### config.mk
export PLATFORM = sky130hd
export DESIGN_NAME = tst_ctrl
export DESIGN_NICKNAME = d
export VERILOG_FILES = /design/src/rtl/tst_pkg.sv /design/src/rtl/tst_ctrl.sv
export SDC_FILE = /design/constraint.sdc
export NUM_CORES = 1
export LEC_CHECK = 0
export BUFFER_PORTS_ARGS = -buffer_cell sky130_fd_sc_hd__buf_2
export CELL_PAD_IN_SITES_DETAIL_PLACEMENT = 0
export CELL_PAD_IN_SITES_GLOBAL_PLACEMENT = 1
export CORE_AREA = 2 2 39 41
export CTS_CLUSTER_DIAMETER = 60
export DETAILED_ROUTE_END_ITERATION = 16
export DIE_AREA = 0 0 41 43
export GPL_ROUTABILITY_DRIVEN = 0
export PLACE_DENSITY_LB_ADDON = 0.2
export SYNTH_ARGS = -nofsm -noshare
export SYNTH_HDL_FRONTEND = slang
export SYNTH_SLANG_ARGS = --single-unit
### constraint.sdc
create_clock -name clk -period 1.5 [get_ports clk]
set_input_delay 0.225 -clock clk [delete_from_list [all_inputs] [get_ports clk]]
set_output_delay 0.225 -clock clk [all_outputs]
set_load 0.05 [all_outputs]
### src/rtl/tst_pkg.sv
package tst_pkg;

  localparam int MODE_W      = 2;
  localparam int IDX_W       = 10;
  localparam int CLASS_W     = 2;
  localparam int STATUS_W    = 3;
  localparam int STATE_W     = 3;
  localparam int PORT_TIME_W = 32;
  localparam int TIMEOUT_W   = 32;
  localparam int CFG_IDX_W   = 2;

  localparam int SESSION_COUNT_DEF = 1024;
  localparam int TIME_WIDTH_DEF    = 32;

  localparam logic [TIMEOUT_W-1:0] TRANS_TIMEOUT_RST = 32'd240000;
  localparam logic [TIMEOUT_W-1:0] EST_TIMEOUT_RST   = 32'd7200000;
  localparam logic [TIMEOUT_W-1:0] SYN_TIMEOUT_RST   = 32'd6000;

  localparam logic [CFG_IDX_W-1:0] CFG_TRANS = 2'd0;
  localparam logic [CFG_IDX_W-1:0] CFG_EST   = 2'd1;
  localparam logic [CFG_IDX_W-1:0] CFG_SYN   = 2'd2;

  localparam logic [CLASS_W-1:0] CLASS_TRANS = 2'd0;
  localparam logic [CLASS_W-1:0] CLASS_EST   = 2'd1;
  localparam logic [CLASS_W-1:0] CLASS_SYN   = 2'd2;

  typedef enum logic [MODE_W-1:0] {
    MODE_V6     = 2'd0,
    MODE_V4     = 2'd1,
    MODE_CHECK  = 2'd2,
    MODE_CREATE = 2'd3
  } mode_t;

  typedef enum logic [STATE_W-1:0] {
    TCP_CLOSED   = 3'd0,
    TCP_V6_SYN   = 3'd1,
    TCP_V4_SYN   = 3'd2,
    TCP_FOUR_MIN = 3'd3,
    TCP_ESTAB    = 3'd4,
    TCP_V6_FIN   = 3'd5,
    TCP_V4_FIN   = 3'd6,
    TCP_BOTH_FIN = 3'd7
  } tcp_state_t;

  typedef enum logic [STATUS_W-1:0] {
    STAT_UPDATED     = 3'd0,
    STAT_NOT_EXPIRED = 3'd1,
    STAT_RENEWED     = 3'd2,
    STAT_REMOVED     = 3'd3,
    STAT_NOT_VALID   = 3'd4
  } status_t;

  typedef enum logic [1:0] {
    RENEW_NONE  = 2'd0,
    RENEW_TRANS = 2'd1,
    RENEW_EST   = 2'd2
  } renew_t;

  typedef struct packed {
    tcp_state_t st;
    renew_t     renew;
  } fsm_out_t;

  typedef struct packed {
    logic clear;
    logic load;
    logic exec;
  } ctrl_cmd_t;

  typedef struct packed {
    logic clear_last;
  } dp_status_t;

  function automatic fsm_out_t tcp_fsm(input tcp_state_t st, input logic side6,
                                       input logic syn, input logic fin,
                                       input logic rst_bit);
    fsm_out_t r;
    r.st    = st;
    r.renew = RENEW_NONE;
    case (st)
      TCP_CLOSED: begin
        if (side6 && syn) begin
          r.st    = TCP_V6_SYN;
          r.renew = RENEW_TRANS;
        end
      end
      TCP_V6_SYN: begin
        if (syn) begin
          if (side6) begin
            r.renew = RENEW_TRANS;
          end else begin
            r.st    = TCP_ESTAB;
            r.renew = RENEW_EST;
          end
        end
      end
      TCP_V4_SYN: begin
        if (side6 && syn) begin
          r.st    = TCP_ESTAB;
          r.renew = RENEW_EST;
        end
      end
      TCP_FOUR_MIN: begin
        if (!rst_bit) begin
          r.st    = TCP_ESTAB;
          r.renew = RENEW_EST;
        end
      end
      TCP_ESTAB: begin
        if (fin) begin
          r.st = side6 ? TCP_V6_FIN : TCP_V4_FIN;
        end else if (rst_bit) begin
          r.st    = TCP_FOUR_MIN;
          r.renew = RENEW_TRANS;
        end else begin
          r.renew = RENEW_EST;
        end
      end
      TCP_V6_FIN, TCP_V4_FIN: begin
        if (fin && ((st == TCP_V6_FIN) != side6)) begin
          r.st    = TCP_BOTH_FIN;
          r.renew = RENEW_TRANS;
        end else begin
          r.renew = RENEW_EST;
        end
      end
      default: begin
      end
    endcase
    return r;
  endfunction

endpackage

### src/rtl/tst_ctrl.sv
module tst_ctrl (
  input  logic                   clk,
  input  logic                   rst,
  input  logic                   start,
  input  tst_pkg::dp_status_t    dp_st,
  output tst_pkg::ctrl_cmd_t     cmd,
  output logic                   busy,
  output logic                   done
);

  import tst_pkg::*;

  typedef enum logic [2:0] {
    S_CLEAR = 3'b001,
    S_IDLE  = 3'b010,
    S_LOOK  = 3'b100
  } state_t;

  state_t state, state_next;

  always_ff @(posedge clk) begin
    if (rst) begin
      state <= S_CLEAR;
      done  <= 1'b0;
    end else begin
      state <= state_next;
      done  <= cmd.exec;
    end
  end

  always_comb begin
    state_next = state;
    case (state)
      S_CLEAR: begin
        if (dp_st.clear_last) state_next = S_IDLE;
      end
      S_IDLE: begin
        if (start) state_next = S_LOOK;
      end
      S_LOOK: begin
        state_next = S_IDLE;
      end
      default: begin
        state_next = S_CLEAR;
      end
    endcase
  end

  assign cmd.clear = (state == S_CLEAR);
  assign cmd.load  = (state == S_IDLE) && start;
  assign cmd.exec  = (state == S_LOOK);
  assign busy      = (state != S_IDLE);

endmodule

==> run metrics <==
Std-Cell Core Area=0.00138 sq mm; placement row count=14; Synth Register Bits=4; Max FO, Critical Path=4; pwr/cell area=1020 mW/mm^2; first-pass GRT wire length=565 microns; Nets=37; CTS tree=yes; f_max=687 MHz; post-synth top area share=45.1%; Critical Setup Path Class=reg -> out; ANT nets after route=0; Unique masters post-synth=13; final setup vio count=0; die width=41 microns; status=complete, no violations; ranking of synthesized cells by area=dfxtp_1 45%, a31oi_2 7.0%, nor3b_2 7.0%, or3b_4 6.3%, xor2_1 4.9%; total negative slack=0 ns; crit end category=primary output; synthesized area=178 sq um; Worst Reg-to-Reg Cells=4; RSZ-0062 raised after global routing=no; leading area contributor after synthesis=dfxtp_1; area occupied by multi-input gates=just over 100 sq um; Arrival @ worst endpoint=around 1.2 ns; period utilisation layout=97.1%; TritonCTS Sinks=4; Slew @ Worst Pin=0.248 ns; worst hold stages=2; Post-CTS Resized=2; DR vias=172; drt first pass iters=2; IO Port Bufs=8; Worst-Skew Late Latency=between 0.2 and 0.25 ns; die area=0.00176 sq mm; Global Route Usage Sum=5.52%; Area Growth Syn to Fin=62.7%; CTS clk-pin slew, worst paths=0.04 ns; initial core utilization=12.8%; Avg Cell Area, Syn=between 9 and 10 sq um; Worst Path Required=roughly 1.3 ns; min-delay src=rst; DPL Wire Length=305 microns; Fillers=between 150 and 200; startpoint types=flip-flop; Syn Nets=22; WL/cell=8.30 microns; antenna violations before repair=0; VDD IR max=0.272 mV; number of max-cap violations=0; Final Util=roughly a fifth; Yosys Warn Count=0; post-synthesis sequential area ratio=about 45%; crit path time final=1.46 ns; Max transition margin=a little over four fifths; height of the die=43 microns; CTS Hold Bufs=0; largest net degree at the start of global routing=6; Hold WS=0.210 ns; skew final=0.00160 ns; Slew Viols, Final=0; DRT iter0 DRCs=5; R2R setup slack=0.47 ns; Max clock buf depth=2; GR Overflow Total=0; Root Driver=clkbuf_4; layout cells sized above 1=54.8%; vias per std cell=3.66; Worst R2R End=state[0]; Pleak=~0.14 nW; # diodes=0; CTS Buf Count=3; hold endpoint=state[1]; R2R Path Start=state[1]; Fin. Hold Viols=0; cell count after synthesis=18; H-Tree Level Count=1; Hold/Removal Path Class=in -> reg; final wirelength=390 microns; drt drc=0; Ports=9; number of global-route vias before repair=160; Reg area=80.1 sq um; postcts setup bufs=0
==> critical path: stages (launching register included) <==
cell and delay [ns]:
dfxtp_1 0.33, or3b_4 0.42, inv_1 0.07, buf_4 0.19
==> routing by layer <==
metal,global-route usage (%),wire [microns]
met1,4.49,151
met2,6.88,197
met3,2.09,33
met4,10.0,8
met5,0,0
==> sequential cells by signal, summed over array words and instances, names as in the netlist <==
register and count:
done 1, state 3
==> Yosys cell counts <==
cell      instances
dfxtp_1           4
nand2_1           2
nor2_1            2
a21o_1            1
a31oi_2           1
and3_1            1
inv_1             1
nand2b_1          1
nand3b_1          1
nor2b_1           1
nor3b_2           1
or3b_4            1
xor2_1            1
==> layout make-up <==
type,count,area share (%)
sequential,4,27.7
timing repair buffer,10,20.8
tap,16,6.93
clock buffer,3,7.79
inverter,1,1.30
multi-input combinational,13,35.5
==> stage by stage <==
step,worst slack (ns),cells,total power (W),instance area [sq um]
4_1_cts,0.0378,47,0.000304,287
3_3_place_gp,0.228,44,0.000167,259
2_1_floorplan,0.153,18,0.000151,184
6_report,0.0439,47,0.000293,289
3_5_place_dp,0.234,44,0.000167,259
5_1_grt,0.00401,47,0.000312,289
==> power breakdown <==
part / total, W / internal [W] / switching, W / leakage [nW]
Clock: 0.000128 / 0.0000891 / 0.0000389 / 0.0138
Combinational: 0.0000495 / 0.0000202 / 0.0000294 / 0.0970
Sequential: 0.000116 / 0.000111 / 0.00000452 / 0.0327
Total: 0.000293 / 0.000221 / 0.0000728 / 0.143
==> cell families (layout without fill, tap and decap cells) <==
kind of cell,count (synthesis),in the layout,share of synthesized area (%)
XOR/XNOR,1,1,4.93
AO/OA/AOI/OAI,2,2,11.3
AND/OR/NAND/NOR,10,10,36.6
buffers and inverters,1,14,2.11
flip-flops,4,4,45.1
==> how the worst max path moves through the flow <==
stage	startpoint	endpoint	slack, ns	depth (start not counted)
after detailed placement	state[2]	cmd[1]	0.23	4
final	state[0]	cmd[0]	0.04	3
after global routing	state[0]	cmd[0]	0.004	3
after CTS	state[2]	cmd[1]	0.04	4
after floorplan	state[2]	cmd[0]	0.15	2
after global placement	state[0]	cmd[0]	0.23	3
==> cells in the final DEF, fill, tap and decap left out, types with 2 or more instances in the layout <==
cell type  n
dfxtp_1    4
clkbuf_4   3
nand2_1    2
buf_2      6
buf_4      4
(Power assumes the default switching activity.)
